### src/design/bfpa_mem.sv
// Partition table memory: one write port, one read port with registered data.
module bfpa_mem #(
  parameter int DEPTH  = 32,
  parameter int WIDTH  = 17,
  parameter int ADDR_W = 5
) (
  input  logic              clk,
  input  logic              we,
  input  logic [ADDR_W-1:0] waddr,
  input  logic [WIDTH-1:0]  wdata,
  input  logic              re,
  input  logic [ADDR_W-1:0] raddr,
  output logic [WIDTH-1:0]  rdata
);

  logic [WIDTH-1:0] mem_r [DEPTH];

  // write port
  always_ff @(posedge clk) begin
    if (we) begin
      mem_r[waddr] <= wdata;
    end
  end

  // read port, data registered
  always_ff @(posedge clk) begin
    if (re) begin
      rdata <= mem_r[raddr];
    end
  end

endmodule

### config.mk
export PLATFORM = sky130hd
export DESIGN_NAME = bfpa_mem
export DESIGN_NICKNAME = d
export VERILOG_FILES = /design/src/design/bfpa_mem.sv
export SDC_FILE = /design/constraint.sdc
export NUM_CORES = 1
export LEC_CHECK = 0
export BUFFER_PORTS_ARGS = -buffer_cell sky130_fd_sc_hd__buf_2
export CORE_UTILIZATION = 55
export CTS_CLUSTER_DIAMETER = 200
export DETAILED_ROUTE_END_ITERATION = 8
export GPL_ROUTABILITY_DRIVEN = 0
export PLACE_DENSITY = 0.71
export SKIP_CTS_REPAIR_TIMING = 1
export SLEW_MARGIN = 25
export SYNTH_ARGS = -nofsm -noshare
export SYNTH_HDL_FRONTEND = slang
export SYNTH_SLANG_ARGS = --single-unit
### constraint.sdc
create_clock -name clk -period 3.6 [get_ports clk]
set_input_delay 1.08 -clock clk [delete_from_list [all_inputs] [get_ports clk]]
set_output_delay 1.08 -clock clk [all_outputs]
set_load 0.1 [all_outputs]
# ---- Word-level counts from Yosys, hierarchy flattened
# Memories as Yosys holds them, arrays and structs flattened. A register that Yosys moved wholly into a read port is not among the register bits.
# Cells that the tools add are included.
# Widths: inputs -> output; s select.
dict set report word_totals {
  regBits 0
  ramBits 544
  inputBits 30
  output_inout_bits 17
  word_cells 3
  mem_count 1
}
dict set report classes {
  n_mux 2
}
# memory words word_bits read_ports rd_ports_with_merged_regs wr line
set memory_table {}
lappend memory_table {mem_r 32 17 1 1 1 16} ;# logic [WIDTH-1:0] mem_r [DEPTH];
# operator count
set ops {}
lappend ops {{$mux 1} 2}

# ---- Logic depth before layout (Yosys ltp)
# Gate-level depths: netlist (run 1).
dict set report depth {
  ltp_word 2
  ltp_mapped 7
  ltp_nobuf 5
}

# ---- Least setup slack after synthesis (run 1)
# No wires, ideal clock.
dict set report synth_timing {
  path_type {input port to flip-flop}
  startpoint {input waddr[1]}
  endpoint {memory mem_r[12][0] (enable)}
  setup_ps 390
  arrival_ps 2473
  required_time_ps 3210
  setup_slack_ps 737
  cell_stages 3
  path_buffers 1
  path_cell_list {or3b_2 -> clkbuf_1 -> nor2_1}
}
# element line
set synth_lines {}
lappend synth_lines {{start: declaration} 9} ;# input logic [ADDR_W-1:0] waddr,
lappend synth_lines {{end: declaration} 16}
# Straight into the memory's write port.

==> flow_summary.yaml, run 1 <==
status:
  status: "finished clean"
flow_run:
  drv_cap: 0
placed_design:
  placed_cells_incl_taps: 1776
  place.port_buffers: 46
  dp.final_hpwl_mm: 28.1
  dp_slack_ns: 0.506
yosys:
  synth_warnings: 0
  synth-seq-cells: 561
  syn_nets: 1242
  postSynthCellCount: 1212
  syn_area_per_cell_um2: 18.1
  yosys.cell_types.count: 24
  seq_area_frac_synth_pct: 76.9
  netlist_area_um2: 21900
critical_path:
  crit_path_cell_trace: "buf_2 > nor2b_4 > buf_12 > a22o_1 > nor3_1 > a31oi_1 > nand3_1"
  slowest_stage: "sky130_fd_sc_hd__nor2b_4"
  cp.arrival_ns: 2.84
  setup.worst_path.class: "in2reg"
  reg2reg_depth: 5
  critical_path_peak_fanout: 23
  timing.critical_path.required_ns: 3.90
  worst_setup_start_kind: "primary input"
  worst_path_largest_cell_delay_ns: 0.57
  critical_path.endpoint_type: "register"
power:
  power.sequential.fraction_pct: 53.7
  part_of_the_total_power_dissipated_in_combinational_logic_pct: 6.1
  power.clock.fraction_pct: 40.2
  power.switching_fraction_pct: 21.2
  power.net_switching_w: 0.00288
  totalPowerFinal_w: 0.0136
  powerDensity_nw_per_um2: 551
  vdd_ir_drop_max_mv: 0.336
  p_int_w: 0.0107
  power.static_leakage_nw: 8.68
clock_tree:
  cts-root-to-sink-buffers: 3
  clk_pin_slew_ns: 0.06
  clock_tree_from_tritoncts: "built"
  clk_root_buffer_cell: "sky130_fd_sc_hd__clkbuf_16"
  cts-buffers-inserted: 54
  clkLatencyLatePin_ns: 0.59
  h_tree_level_count: 2
  clkSinkCount: 561
timing:
  finalHoldViolCount: 0
  finClkSkew_ns: 0.0135
  worst_slack_ns: 1.06
  final_min_period_over_clock_period_pct: 70.7
  drv_slew: 0
  setup_repair_after_global_routing_missed_its_margin: "false"
  max_clock_freq_ghz: 0.393
  setup_violations: 0
  worst_margin_pin_slew_ns: 0.662
  min_period_ns: 2.54
  max-slew-margin-rel_pct: 55.7
  setup-tns-final_ns: 0
layout:
  fin_cells: 1876
  area_growth_pct: 13.0
  ff_latch_area_um2: 16800
  layout_common_cells: "561 x sky130_fd_sc_hd__edfxtp_1, 272 x sky130_fd_sc_hd__mux2i_1, 68 x sky130_fd_sc_hd__a22oi_1"
  utilization_pct: 63.5
  layout_commonest_cell: "sky130_fd_sc_hd__edfxtp_1"
  layout_cell_share_with_drive_strength_beyond_1_pct: 16.0
  filler_cell_count: 2614
  design.final.nets: 1344
  multiInputGateArea_um2: 4620
global_routing:
  largest_net_degree_at_the_start_of_global_routing: 52
  met1_usage_pct: 33.0
  global_route_usage_over_all_layers_pct: 23.3
  overflow: 0
  use_met3_pct: 4.34
  first_global_vias: 11378
  grt_pass1_wl_mm: 70.3
  grt.busiest_layer: "met2"
  groute.layer.met2.usage_pct: 37.4
  antenna_found_initial: 3
floorplan:
  top_level_ports: 47
  die_width_um: 202
  die-area_um2: 40600
  die_height_um: 202
  fp.coreArea_um2: 39000
  num_rows: 72
  initial_core_util_pct: 56.2
route:
  route.detailed.vias_per_inst: 5.94
  detail_route.wl_per_cell_um: 24.6
  drt-total-wl_mm: 46.1
  drt_first_iter_violations: 1130
  route.antenna.remaining_nets: 0
  drc_violations: 0
  detail_route.first_pass.iterations: 5
  dr_total_vias: 11148
min_path:
  worst_hold_path_depth: 4
  hp-class: "reg2reg"
## cell usage after synthesis, drive strengths merged
library cell / number / area [µm²]
a21oi: 34 / 170
or3: 1 / 6.26
nand3b: 5 / 37.5
buf: 56 / 452
a31oi: 17 / 106
nor2: 34 / 128
nor3: 17 / 85.1
nor2b: 2 / 12.5
mux2i: 272 / 2720
clkbuf: 16 / 63.8
a22o: 34 / 298
and2: 1 / 6.26
or3b: 3 / 26.3
or2: 1 / 6.26
nand2: 35 / 131
a22oi: 68 / 510
nand4: 17 / 106
edfxtp: 561 / 16800
nand2b: 2 / 12.5
nand3: 36 / 180
## stage by stage
stage,area [µm²],hold slack [ns]
after global routing,24700,0.725
after detailed placement,23000,0.685
after CTS,24700,0.699
after global placement,23000,0.662
after floorplan,21900,0.629
final,24800,0.688
## registers in the layout, indices dropped and copies added (netlist names)
signal / count
mem_r: 544
rdata: 17
## critical path, delay by kind of cell
family | cells | cell delay [ns]
AO/OA/AOI/OAI | 2 | 0.50
buffers and inverters | 2 | 0.43
AND/OR/NAND/NOR | 3 | 0.81
## cells by family (layout without fill, tap and decap cells)
group | after synthesis | in the layout | synth area share [%]
flops | 561 | 561 | 76.9
mux | 272 | 272 | 12.4
simple gates | 154 | 154 | 3.37
compound gates | 153 | 153 | 4.95
buf+inv | 72 | 215 | 2.35
other cells | 0 | 3 | 0
## worst paths after layout
kind	start	end	slack, ns
worst max-delay path	raddr[1]	rdata[11]$_DFFE_PP_	1.06
worst min-delay path	mem_r[10][5]$_DFFE_PP_	rdata[5]$_DFFE_PP_	0.69
worst max register to register	mem_r[2][11]$_DFFE_PP_	rdata[11]$_DFFE_PP_	2.00
worst min register to register	mem_r[10][5]$_DFFE_PP_	rdata[5]$_DFFE_PP_	0.69
## power groups by stage
stage | combinational, W | clock (W) | sequential, W
global placement | 0.000808 | 0 | 0.00746
floorplan | 0.000398 | 0 | 0.00758
finish | 0.000825 | 0.00548 | 0.00732
global route | 0.000874 | 0.00582 | 0.00732
CTS | 0.000825 | 0.00556 | 0.00732
detailed placement | 0.000822 | 0 | 0.00746
## layer usage
metal	routed length (µm)	vias to the layer above
li1	-	5053
met1	19800	5638
met2	22200	406
met3	3440	51
met4	714	0
met5	0	-
## cell type report
type | instances | share of cell area, %
Multi-Input combinational cell | 579 | 18.7
Tap cell | 518 | 2.62
Sequential cell | 561 | 68.1
Clock buffer | 68 | 5.76
Timing Repair Buffer | 118 | 3.71
Clock inverter | 29 | 1.14
Antenna cell | 3 | 0.0303
(Power assumes the default switching activity.)
==> run 2, diff against run 1 <==
ABC_AREA = 1   (was not set)
PLACE_DENSITY = 0.74   (was 0.71)
clock period = 2.25 ns   (was 3.6 ns; I/O delays follow)
==> run 2 against run 1 <==
Worst hold slack worse by 0.071 ns. Count of clock-buffer cells in the layout is 5 lower. Design area is 4.6% higher. Die area is 2.9% higher. Combinational power is 96% higher. Synthesized cell count is 57% higher. Flip-flop and latch count stayed put. Via count is 32% higher. Sequential share of layout area is 3.0 points lower. Non-clock buffer count is 3 higher. Setup slack worse by 1.0 ns. Largest cell class unchanged.
==> flow_summary.yaml, run 2 <==
yosys:
  synthSimpleGateAreaFrac_pct: 22.6
  netlist_area_um2: 22500
  synthAdderAreaFrac_pct: 0
  synth.top_cells.by_area: "sky130_fd_sc_hd__edfxtp_1 75%, sky130_fd_sc_hd__nand2_1 13%, sky130_fd_sc_hd__nand3_1 9.3%"
  syn_area_per_cell_um2: 11.9
  synthMostInstantiatedCell: "sky130_fd_sc_hd__nand2_1"
  post_synth_mux_area_share_pct: 0
  postSynthCellCount: 1902
  synth-seq-cells: 561
  syn_nets: 1932
  synth_top_flop_cell: "sky130_fd_sc_hd__edfxtp_1"
  postSynth.asyncResetShare_pct: 0
  netlist.top_cell.by_area: "sky130_fd_sc_hd__edfxtp_1"
  yosys.area.top_type_share_pct: 74.7
  yosys.cell_types.count: 12
  synth_warnings: 0
  post_synth_xor_area_fraction_pct: 0
  dominant_combinational_cell_family_by_area_after_synthesis: "simple AND/OR/NAND/NOR gates"
  synth_edf_count: 561
  fraction_of_the_mapped_netlist_area_in_compound_gates_pct: 0
  synthTopCellsByCount: "765 x sky130_fd_sc_hd__nand2_1, 561 x sky130_fd_sc_hd__edfxtp_1, 420 x sky130_fd_sc_hd__nand3_1"
  seq_area_frac_synth_pct: 74.7
placed_design:
  place.port_buffers: 46
  placed_cells_incl_taps: 2434
  dp.final_hpwl_mm: 31.1
  place_area_um2: 24100
global_routing:
  global_route_usage_over_all_layers_pct: 27.0
  overflow: 0
  largest_net_degree_at_the_start_of_global_routing: 119
  grt_pass1_wl_mm: 82.3
  first_global_vias: 13828
  antenna_found_initial: 2
timing:
  worst_hold_slack_ns: 0.617
  setup-tns-final_ns: 0
  setup_violations: 0
  drv_slew: 0
  setup_repair_after_global_routing_missed_its_margin: "false"
  finClkSkew_ns: 0.0165
  max_clock_freq_ghz: 0.453
  worst_margin_pin_slew_ns: 0.807
  min_period_ns: 2.21
  final_min_period_over_clock_period_pct: 98.2
  finalHoldViolCount: 0
  max-slew-margin-rel_pct: 45.8
route:
  route.antenna.remaining_nets: 0
  detail_route.wl_per_cell_um: 21.8
  drt_first_iter_violations: 1941
  drt-total-wl_mm: 55.3
  dr_total_vias: 14758
  detail_route.first_pass.iterations: 6
  route.detailed.vias_per_inst: 5.82
  drc_violations: 0
clock_tree:
  clkLatencyLatePin_ns: 0.60
  clk_pin_slew_ns: 0.06
  clock_tree_from_tritoncts: "built"
  cts-buffers-inserted: 53
  cts-root-to-sink-buffers: 3
  h_tree_level_count: 2
  clk_root_buffer_cell: "sky130_fd_sc_hd__clkbuf_16"
  clkSinkCount: 561
layout:
  design.final.nets: 1994
  layout_commonest_cell: "sky130_fd_sc_hd__nand2_1"
  fin_cells: 2534
  area_growth_pct: 14.8
  largest_reg_flops: 544
  n_antenna_cell: 0
  final_design_area_no_fill_um2: 25900
  ff_latch_area_um2: 16800
  layout_common_cells: "765 x sky130_fd_sc_hd__nand2_1, 561 x sky130_fd_sc_hd__edfxtp_1, 420 x sky130_fd_sc_hd__nand3_1"
  multiInputGateArea_um2: 5140
  regMostFlops: "mem_r"
  layout_cell_share_with_drive_strength_beyond_1_pct: 11.0
  layout_top_registers: "mem_r x544, rdata x17"
  filler_cell_count: 2777
critical_path:
  timing.critical_path.required_ns: 1.57
  cp.arrival_ns: 1.53
  worst_path_largest_cell_delay_ns: 0.47
  crit_path_cell_trace: "buf_2"
  critical_path.endpoint_type: "output pin"
  setup.worst_path.class: "reg2out"
  worst_setup_start_kind: "register"
  slowest_stage: "sky130_fd_sc_hd__buf_2"
  path_delay_family: "buffers and inverters"
  critical_path_peak_fanout: 1
  timing.critical_path.buf_inv: 1
power:
  totalPowerFinal_w: 0.0223
  power.static_leakage_nw: 9.53
  vdd_ir_drop_max_mv: 0.546
  powerDensity_nw_per_um2: 861
min_path:
  hp-class: "in2reg"
floorplan:
  top_level_ports: 47
  num_rows: 73
  fp.coreArea_um2: 40100
  initial_core_util_pct: 56.2
  die-area_um2: 41800
  die_width_um: 204
  die_height_um: 204
flow_run:
  drv_cap: 0
status:
  status: "finished clean"
run 2: logic make-up (layout without fill, tap and decap cells):
logic type / Yosys count / after routing
buffers and inverters: 124 / 231
flip-flops: 561 / 561
AND/OR/NAND/NOR: 1217 / 1217
run 2: layer usage:
metal  part of all wire (%)  track usage (%)
met1                     39             38.2
met2                     46             42.0
met3                     11             4.82
met4                    3.4             10.5
met5                  0.047                0
run 2: worst paths after layout:
| kind | start | endpoint | slack, ns | depth (start not counted) |
|---|---|---|---|---|
| hold / removal | wdata[0] | mem_r[30][0]$_DFFE_PP_ | 0.62 | 1 |
| setup reg to reg | mem_r[27][4]$_DFFE_PP_ | rdata[4]$_DFFE_PP_ | 0.85 | 8 |
| setup / recovery | rdata[13]$_DFFE_PP_ | rdata[13] | 0.04 | 1 |
| hold reg to reg | mem_r[18][1]$_DFFE_PP_ | rdata[1]$_DFFE_PP_ | 0.84 | 8 |
run 2: layout make-up:
cell class | instances | area share (%)
Inverter | 10 | 0.184
Tap cell | 525 | 2.54
Clock inverter | 37 | 1.34
Sequential cell | 561 | 65.1
Clock buffer | 63 | 5.43
Multi-Input combinational cell | 1217 | 19.9
Timing Repair Buffer | 121 | 5.54
run 2: per-stage QoR:
stage,utilization [%],setup WS (ns)
after floorplan,-,0.149
after global placement,60.2,-0.0204
after detailed placement,60.2,-0.0455
after CTS,64.5,-0.0250
after global routing,64.6,0.0138
final,64.6,0.0402
run 2: power breakdown:
group          switching, W  total [W]  leakage (nW)  internal (W)
registers         0.0000548     0.0117          5.07        0.0117
clock network       0.00370    0.00895         0.865       0.00525
logic               0.00121    0.00162          3.60      0.000409
