**src/design/bfpa_fit.sv**
```systemverilog
// Shared fit unit: leftover subtract and best-so-far compare for one table entry.
module bfpa_fit #(
  parameter int SIZE_BITS = 16
) (
  input  logic                 entry_taken,
  input  logic [SIZE_BITS-1:0] entry_size,
  input  logic [SIZE_BITS-1:0] req,
  input  logic                 found,
  input  logic [SIZE_BITS-1:0] best_left,
  output logic                 better,
  output logic [SIZE_BITS-1:0] left
);

  logic fits;

  // entry must be free and large enough; strict compare keeps the lowest index on ties
  assign left   = entry_size - req;
  assign fits   = !entry_taken && (entry_size >= req);
  assign better = fits && (!found || (left < best_left));

endmodule

```
**config.mk**
```make
export PLATFORM = sky130hd
export DESIGN_NAME = bfpa_fit
export DESIGN_NICKNAME = d
export VERILOG_FILES = /design/src/design/bfpa_fit.sv
export SDC_FILE = /design/constraint.sdc
export NUM_CORES = 1
export LEC_CHECK = 0
export ABC_AREA = 1
export BUFFER_PORTS_ARGS = -buffer_cell sky130_fd_sc_hd__buf_2
export CAP_MARGIN = 20
export CORE_MARGIN = 2
export CORE_UTILIZATION = 49
export DETAILED_ROUTE_END_ITERATION = 6
export PLACE_DENSITY = 0.95
export SYNTH_ARGS = -nofsm -noshare
export SYNTH_HDL_FRONTEND = slang
export SYNTH_SLANG_ARGS = --single-unit
```
**constraint.sdc**
```tcl
create_clock -name vclk -period 2.6
set_input_delay 0.13 -clock vclk [all_inputs]
set_output_delay 0.13 -clock vclk [all_outputs]
set_load 0.005 [all_outputs]
```
; After elaboration in Yosys (flattened, before gate mapping)
; Cells that the tools add are included.
[totals]
regBits = 0
in_bits = 50
out_inout_bits = 17
word_cells = 8
[classes]
addsub = 1
magnitude_cmp = 2
n_reduce_logical = 5
[op_table]
columns = op, count
row1 = $ge 16x16->1, 1
row2 = $lt 16x16->1, 1
row3 = $sub 16x16->16, 1
row4 = $logic_and 1x1->1, 2
row5 = $logic_not 1->1, 2
row6 = $logic_or 1x1->1, 1

; Longest topological paths before layout
; Gate-level depths: netlist (run 1).
[depth]
depth_word = 4
depth_mapped = 20
ltp_nobuf = 20

; Worst setup path after synthesis (run 1)
; No wires, ideal clock.
[synth_path]
path_kind = in2out
startpoint = input entry_size[0]
endpoint = output better
arrival_time_ps = 2211
required_time_ps = 2470
slack_ps = 259
path_stages = 20
path_buffers = 0
path_cell_list = inv_1 -> ha_1 -> fa_1 -> inv_1 -> nand2_1 -> nand2_1 -> and2_4 -> nand2_2 -> a21oi_1 -> nor2_1 -> nand2_1 -> nand2_1 -> ha_1 -> nand2_1 -> inv_1 -> o21ai_0 -> a21oi_1 -> nor2_1 -> nand2_1 -> a21oi_2
[synth_between]
elab_chain_len = 4
word_cells_on_any_way = 6
[synth_rtl]
columns = item, line
row1 = "start, declared", 6  ; input logic [SIZE_BITS-1:0] entry_size,
row2 = $sub 16x16->16, 17  ; assign left = entry_size - req;
row3 = net left[10], 11  ; output logic [SIZE_BITS-1:0] left
row4 = $lt 16x16->1, 19  ; assign better = fits && (!found || (left < best_left));
row5 = $logic_or 1x1->1, 19
row6 = $logic_and 1x1->1, 19
row7 = "end, declared", 10  ; output logic better,
; The timed path passes the listed nets, and every way through them passes these cells.

; Worst setup path in the final report (run 1)
[layout_path]
startpoint = input req[0]
endpoint = output better
[layout_between]
elab_chain_len = 4
word_cells_on_any_way = 6
[layout_rtl]
columns = item, line
row1 = "start, declared", 7  ; input logic [SIZE_BITS-1:0] req,
row2 = $sub 16x16->16, 17
row3 = $lt 16x16->1, 19
row4 = $logic_or 1x1->1, 19
row5 = $logic_and 1x1->1 (*), 19
; Mark *: on every way between the ends. The rest lies on a longest branch, timed or not.

==> results.json, run 1 <==
{
  "status": "finished clean",
  "whs_path_depth": 3,
  "drt-total-wl_um": 3560,
  "worst-path-stages": 21,
  "worst_pin_slew_ns": 0.388,
  "dieArea_sq_mm": 0.00319,
  "antenna_found_initial": 0,
  "yosysMostFrequentCell": "nand2_1",
  "first_global_vias": 1402,
  "die_h_um": 56.5,
  "drtIter0Drc": 66,
  "synth_top_area_cell": "ha_1",
  "syn-cell-area_sq_mm": 0.00135,
  "n_antenna_cell": 0,
  "die_x_um": 56.5,
  "syn_nets": 317,
  "relSlewSlack_pct": 73.8,
  "dpl.hpwl_um": 2940,
  "drc": 0,
  "first_pass_iters": 4,
  "grt_usage_pct": 19.8,
  "max-cap-violations": 0,
  "syn2layout_area_growth_pct": 35.6,
  "cp_max_fo": 2,
  "crit_family": "simple AND/OR/NAND/NOR gates",
  "synthCells": 235,
  "layout-drive-gt1-share_pct": 33.0,
  "ioPinCount": 67,
  "row_count": 19,
  "vias": 1692,
  "drv_slew": 0,
  "endpoint_kind": "output pin",
  "ant_nets": 0,
  "critPathMostFrequentCell": "nand2_2",
  "cp_num_buf_inv": 4,
  "cp.arrival_ns": 2.35,
  "power_density_mw_per_mm2": 266,
  "ir_drop_uv": 181,
  "clkbuf_count": 0,
  "path_cells": "buf_6 -> ha_4 -> fa_2 -> inv_2 -> nand2_2 -> nand2_2 -> and2_4 -> nand2_4 -> a21oi_2 -> nor2_1 -> nand2_1 -> nand2_2 -> ha_4 -> nand2_2 -> inv_2 -> o21ai_2 -> a21oi_1 -> nor2_1 -> nand2_1 -> a21oi_2 -> buf_2",
  "worstHoldPathType": "input pin to output pin",
  "fmax_ghz": 0.404,
  "hold_slack_ns": 0.491,
  "synth_top_area_share_pct": 28.7,
  "crit_type": "input pin to output pin",
  "initial_core_util_pct": 50.3,
  "setup_viol": 0,
  "core_sq_mm": 0.00269,
  "crit_path_start_kind": "input pin",
  "seq_cells": 0,
  "total_power_mw": 0.487,
  "hold_violations": 0,
  "period_share_pct": 95.3,
  "cts_hold_buf": 0,
  "p_leak_nw": 1.20,
  "post_drt_via_cell_ratio": 5.02,
  "synth_cell_types": 23,
  "grt_overflow": 0,
  "final-seq-area_sq_um": 0,
  "post-route-min-period_ns": 2.48,
  "nets": 390,
  "yosys-top-cells-count": "nand2_1, inv_1, ha_1",
  "syn_avg_cell_area_sq_um": 5.75,
  "port_buffers": 67,
  "final.fill_count": 241,
  "grt_pass1_wl_um": 5400,
  "gp_congestion": 0.850,
  "synthTopCellsByArea": "ha_1, nand2_1, inv_1",
  "ys_seq_area_share_pct": 0,
  "critical_path_required_ns": 2.47,
  "slowest_delay_ns": 0.36,
  "wl_per_cell_um": 10.6,
  "crit_path_top_delay_cell": "fa_2",
  "grt_start_max_net_pins": 7,
  "ys_warn_count": 0
}
## metal layers
layer  vias to the layer above  wire length (um)  track usage, %
met1                       752              1550            25.4
met2                        53              1800            38.9
li1                        885                 -               -
met4                         0                18               0
met5                         -                 0               0
met3                         2               191               0
## power by group
group / leakage, nW / switching, mW / internal, mW
registers: 0 / 0 / 0
logic: 1.20 / 0.270 / 0.217
clock network: 0 / 0 / 0
total: 1.20 / 0.270 / 0.217
## cell type report
class | instances | area (sq um) | area share (%)
Multi-Input combinational cell | 179 | 1210 | 65.8
Tap cell | 31 | 38.8 | 2.12
Timing Repair Buffer | 71 | 378 | 20.6
Inverter | 56 | 210 | 11.5
## metrics by stage
stage | TNS, ns | cell area, sq um | setup WS [ns] | utilization [%] | cells
floorplan | 0 | 1350 | 0.259 | - | 235
global placement | 0 | 1740 | 0.0570 | 64.8 | 335
detailed placement | -0.0375 | 1740 | -0.0375 | 64.8 | 335
CTS | 0 | 1750 | 0.0443 | 65.0 | 335
global route | -0.0149 | 1830 | -0.0149 | 68.2 | 337
finish | 0 | 1830 | 0.123 | 68.2 | 337
## final timing paths
kind | start | endpoint | slack, ns
worst max-delay path | req[0] | better | 0.12
worst min-delay path | found | better | 0.49
## worst min-delay path: stages
cell and delay, ns:
buf_2 0.08, a21oi_2 0.04, buf_2 0.11
## placed cells by master (no fill, tap or decap), drive strengths merged
cell type,instances
buf,71
nand2,67
inv,56
ha,31
a21oi,22
nor2,15
nand3,15
xor2,6
o21ai,5
a21o,4
o21bai,4
xnor2,2
nand4,2
or2,1
and2,1
nor4,1
nor3,1
o21a,1
fa,1
## timing repair
| action | CTS | global route |
|---|---|---|
| setup endpoints to repair | 1 | 1 |
| setup buffers | 0 | 2 |
| pin swaps | 0 | 13 |
| resized for setup | 2 | 21 |
## kinds of logic (layout without fill, tap and decap cells)
family / after synthesis / count (layout) / share of synthesized area (%)
AND/OR/NAND/NOR: 103 / 103 / 33.2
buffers and inverters: 56 / 127 / 15.6
AO/OA/AOI/OAI: 36 / 36 / 15.8
adder cells (fa/ha/maj): 32 / 32 / 30.2
XOR/XNOR: 8 / 8 / 5.19
No activity file was read; power rests on OpenSTA's default activity.
==> run 2, diff against run 1 <==
ABC_AREA = not set   (was 1)
CORE_UTILIZATION = 48   (was 49)
GPL_ROUTABILITY_DRIVEN = 0   (was not set)
==> results.json, run 2 <==
{
  "first_global_vias": 1477,
  "nets": 342,
  "critical_path_required_ns": 2.47,
  "grt_usage_pct": 25.8,
  "drt-total-wl_um": 3940,
  "yosysMostFrequentCell": "inv_1",
  "synth_xor_area_share_pct": 9.45,
  "synthMuxAreaShare_pct": 0,
  "final_common_cell": "buf_2",
  "power_density_mw_per_mm2": 305,
  "violations": "setup timing",
  "fmax_ghz": 0.316,
  "synth-simple-area-share_pct": 13.2,
  "path_cells": "buf_4 -> inv_8 -> ha_4 -> fa_2 -> nor2b_1 -> o21a_2 -> o21ai_2 -> a21oi_4 -> nand3_2 -> a311o_1 -> xnor2_2 -> ha_1 -> a21o_1 -> a21oi_2 -> o21ai_1 -> a21oi_1 -> o211a_1 -> buf_2",
  "grt_start_max_net_pins": 8,
  "syn_avg_cell_area_sq_um": 7.44,
  "status": "finished with violations",
  "setup_viol": 1,
  "grt_overflow": 0,
  "final-seq-area_sq_um": 0,
  "core_sq_mm": 0.00243,
  "dieArea_sq_mm": 0.00293,
  "crit_type": "input pin to output pin",
  "syn-cell-area_sq_mm": 0.00120,
  "synth_cell_types": 34,
  "grt_pass1_wl_um": 5720,
  "crit_path_top_delay_cell": "a311o_1",
  "vias": 1540,
  "synthTopCellsByArea": "ha_1, inv_1, a21o_1",
  "fin_area_sq_mm": 0.00187,
  "drv_slew": 0,
  "clkbuf_count": 0,
  "ant_nets": 0,
  "max-cap-violations": 0,
  "drtIter0Drc": 54,
  "synth_top_family_by_area": "adder cells",
  "slowest_delay_ns": 0.37,
  "cts_hold_buf": 0,
  "seq_cells": 0,
  "final_cell_mix": "buf_2, inv_1, buf_4",
  "die_h_um": 54.1,
  "fin_setup_tns_ns": -0.560,
  "row_count": 18,
  "drc": 0,
  "ys_seq_area_share_pct": 0,
  "hold_violations": 0,
  "period_share_pct": 122,
  "dpl_cell_area_sq_mm": 0.00182,
  "layout-drive-gt1-share_pct": 44.2,
  "synth_top_area_share_pct": 32.2,
  "dpl.hpwl_um": 3290,
  "port_buffers": 67,
  "p_leak_nw": 1.14,
  "antenna_found_initial": 0,
  "post-route-min-period_ns": 3.16,
  "ys_warn_count": 0,
  "crit_path_start_kind": "input pin",
  "relSlewSlack_pct": 79.6,
  "syn_nets": 244,
  "synth_compound_area_share_pct": 32.9,
  "synthAdderAreaFrac_pct": 33.9,
  "worst_pin_slew_ns": 0.306,
  "cp_max_fo": 2,
  "syn2layout_area_growth_pct": 55.0,
  "synth_top_area_cell": "ha_1",
  "ioPinCount": 67,
  "setup_slack_ns": -0.560,
  "die_x_um": 54.1,
  "yosys-top-cells-count": "inv_1, ha_1, a21oi_1",
  "synthCells": 162,
  "endpoint_kind": "output pin",
  "cp.arrival_ns": 3.03,
  "wl_per_cell_um": 13.7,
  "ir_drop_uv": 182,
  "initial_core_util_pct": 49.5,
  "n_antenna_cell": 0,
  "rsz0062_at_grt": "yes",
  "crit_family": "compound AO/OA/AOI/OAI gates",
  "post_drt_via_cell_ratio": 5.35,
  "cp_num_buf_inv": 3,
  "first_pass_iters": 4,
  "worstHoldPathType": "input pin to output pin"
}
[run 2: area by class of cell]
class / count / area (sq um)
timing repair buffer: 96 / 568
tap: 30 / 37.5
inverter: 34 / 135
fill: 166 / 564
multi-input combinational: 128 / 1130
[run 2: per-stage QoR]
step           setup slack [ns]  util, %  hold WS (ns)  power, mW  std cells
4_1_cts                  -0.508     76.8         0.596      0.557        288
3_5_place_dp             -0.666     74.6         0.594      0.536        286
5_1_grt                  -0.670     76.8         0.621      0.618        288
6_report                 -0.560     76.8         0.596      0.569        288
3_3_place_gp             -0.505     74.6         0.590      0.507        286
2_1_floorplan            -0.258        -         0.383      0.304        162
[run 2: per-layer routing]
metal  part of all wire (%)  global-route usage, %
met2                     53                   52.8
met3                    5.0                   1.67
met1                     38                   26.6
met5                      0                      0
met4                    3.6                   10.0
[run 2: logic make-up (layout without fill, tap and decap cells)]
kind of cell    count (synthesis)  in the layout
compound gates                 53             53
buf+inv                        34            130
fa+ha+maj                      32             32
simple gates                   30             30
xor+xnor                       13             13
[run 2: timing repair]
action / CTS / global route
pin swaps: 9 / 0
setup buffers: 2 / 0
gates resized for setup: 8 / 0
setup endpoints to repair: 1 / 1
[run 2: where the power goes]
part	switching (mW)	leakage, nW	internal (mW)	total, mW
clock	0	0	0	0
combinational	0.272	1.14	0.298	0.569
sequential	0	0	0	0
total	0.272	1.14	0.298	0.569
[run 2: path summary, 6_finish.rpt]
check	cells past startpoint	endpoint	startpoint	slack [ns]
setup / recovery	18	better	entry_size[0]	-0.56
hold / removal	4	better	entry_taken	0.60
[run 2: tightest hold or removal path, stage by stage]
cell     delay [ns]
buf_2          0.09
a21oi_1        0.04
o211a_1        0.09
buf_2          0.11
==> run 3, diff against run 2 <==
CORE_UTILIZATION = 40   (was 48)
GPL_TIMING_DRIVEN = 0   (was not set)
PLACE_DENSITY = 0.83   (was 0.95)
==> results.json, run 3 (same netlist as run 2, synthesis figures left out) <==
{
  "status": "finished with violations",
  "violations": "DRC, setup timing",
  "fmax_ghz": 0.323,
  "dpl.hpwl_um": 2450,
  "nets": 314,
  "relSlewSlack_pct": 72.9,
  "worstHoldPathType": "input pin to output pin",
  "layout-drive-gt1-share_pct": 37.4,
  "multi_input_area_sq_mm": 0.00113,
  "whs_path_depth": 4,
  "antenna_found_initial": 0,
  "fin_setup_tns_ns": -0.496,
  "setup_slack_ns": -0.496,
  "crit_path_top_delay_cell": "a311o_1",
  "core_sq_mm": 0.00281,
  "final.fill_count": 273,
  "final-seq-area_sq_um": 0,
  "wl_met1_um": 1200,
  "port_buffers": 67,
  "hold_violations": 0,
  "vias": 1303,
  "slowest_delay_ns": 0.36,
  "crit_path_start_kind": "input pin",
  "endpoint_kind": "output pin",
  "ioPinCount": 67,
  "cp_max_fo": 2,
  "wl_per_cell_um": 10.2,
  "hp-start": "entry_taken",
  "rsz0062_at_grt": "yes",
  "post_drt_via_cell_ratio": 4.99,
  "total_power_mw": 0.454,
  "n_antenna_cell": 0,
  "post-route-min-period_ns": 3.10,
  "dpl_cell_area_sq_mm": 0.00161,
  "path_cells": "buf_4 -> inv_8 -> ha_4 -> fa_2 -> nor2b_1 -> o21a_2 -> o21ai_2 -> a21oi_4 -> nand3_2 -> a311o_1 -> xnor2_2 -> ha_1 -> a21o_1 -> a21oi_2 -> o21ai_1 -> a21oi_1 -> o211a_1 -> buf_2",
  "crit_type": "input pin to output pin",
  "period_share_pct": 119,
  "drt-total-wl_um": 2670,
  "cp.arrival_ns": 2.97,
  "final_common_cell": "buf_2",
  "p_leak_nw": 0.994,
  "grt_start_max_net_pins": 8,
  "power_density_mw_per_mm2": 276,
  "grt_usage_pct": 15.1,
  "met3_length_um": 203,
  "row_count": 19,
  "die_h_um": 58.9,
  "initial_core_util_pct": 43.0,
  "grt_overflow": 0,
  "max-cap-violations": 0,
  "dieArea_sq_mm": 0.00347,
  "clkbuf_count": 0,
  "critical_path_required_ns": 2.47,
  "ant_nets": 0,
  "drv_slew": 0,
  "dr.max_layer_used": "met3",
  "worst_pin_slew_ns": 0.406,
  "first_global_vias": 1166,
  "syn2layout_area_growth_pct": 36.7,
  "drc": 6,
  "drtIter0Drc": 20,
  "first_pass_iters": 6,
  "ir_drop_uv": 132,
  "seq_cells": 0,
  "hold_slack_ns": 0.594,
  "min_to": "better",
  "final_cell_mix": "buf_2, inv_1, ha_1",
  "met2_length_um": 1270,
  "grt_pass1_wl_um": 4360,
  "fin_area_sq_mm": 0.00165,
  "die_x_um": 58.9,
  "setup_viol": 1
}
run 3: cell count changes in the layout (fill, tap and decap cells not counted), sizes merged:
cell,before,now
buf,96,68
run 3: worst max path at each step:
stage / start / end / slack (ns) / cells after the start
2_1_floorplan: entry_size[0] / better / -0.26 / 16
4_1_cts: entry_size[0] / better / -0.55 / 18
6_report: entry_size[0] / better / -0.50 / 18
3_3_place_gp: entry_size[0] / better / -0.73 / 18
5_1_grt: entry_size[0] / better / -0.69 / 18
3_5_place_dp: entry_size[0] / better / -0.72 / 18
run 3: cell type report:
| cell class | count | area share [%] |
|---|---|---|
| inverter | 34 | 8.21 |
| multi-input combinational | 128 | 68.5 |
| tap | 31 | 2.36 |
| timing repair buffer | 68 | 21.0 |
run 3: critical path: cells and delay by family:
family	cells	cell delay, ns
xor gates and xnor gates	1	0.15
AOI/OAI and AO/OA	9	1.42
adders and majority gates	3	0.80
buffers and inverters	3	0.25
and+or+nand+nor	2	0.22
run 3: what timing repair did:
action                                  in CTS  in global routing
pin swaps                                    7                  0
hold buffers                                 0                  0
setup buffers                                1                  0
gates resized for setup                      3                  2
endpoints found under the setup margin       1                  1
run 3: per-layer routing:
metal  track usage, %  up-vias
met5                0        -
met4            0.649        0
met3            0.659        0
met2             29.5       48
met1             19.0      548
li1                 -      707
run 3: metrics by stage:
| step | utilization [%] | std cells | setup WS (ns) |
|---|---|---|---|
| after floorplan | - | 162 | -0.258 |
| after global placement | 57.5 | 260 | -0.728 |
| after detailed placement | 57.5 | 260 | -0.725 |
| after CTS | 58.6 | 261 | -0.549 |
| after global routing | 58.7 | 261 | -0.692 |
| final | 58.7 | 261 | -0.496 |
run 3: power breakdown:
part | internal, mW | switching, mW
logic | 0.229 | 0.225
clock network | 0 | 0
registers | 0 | 0
total | 0.229 | 0.225
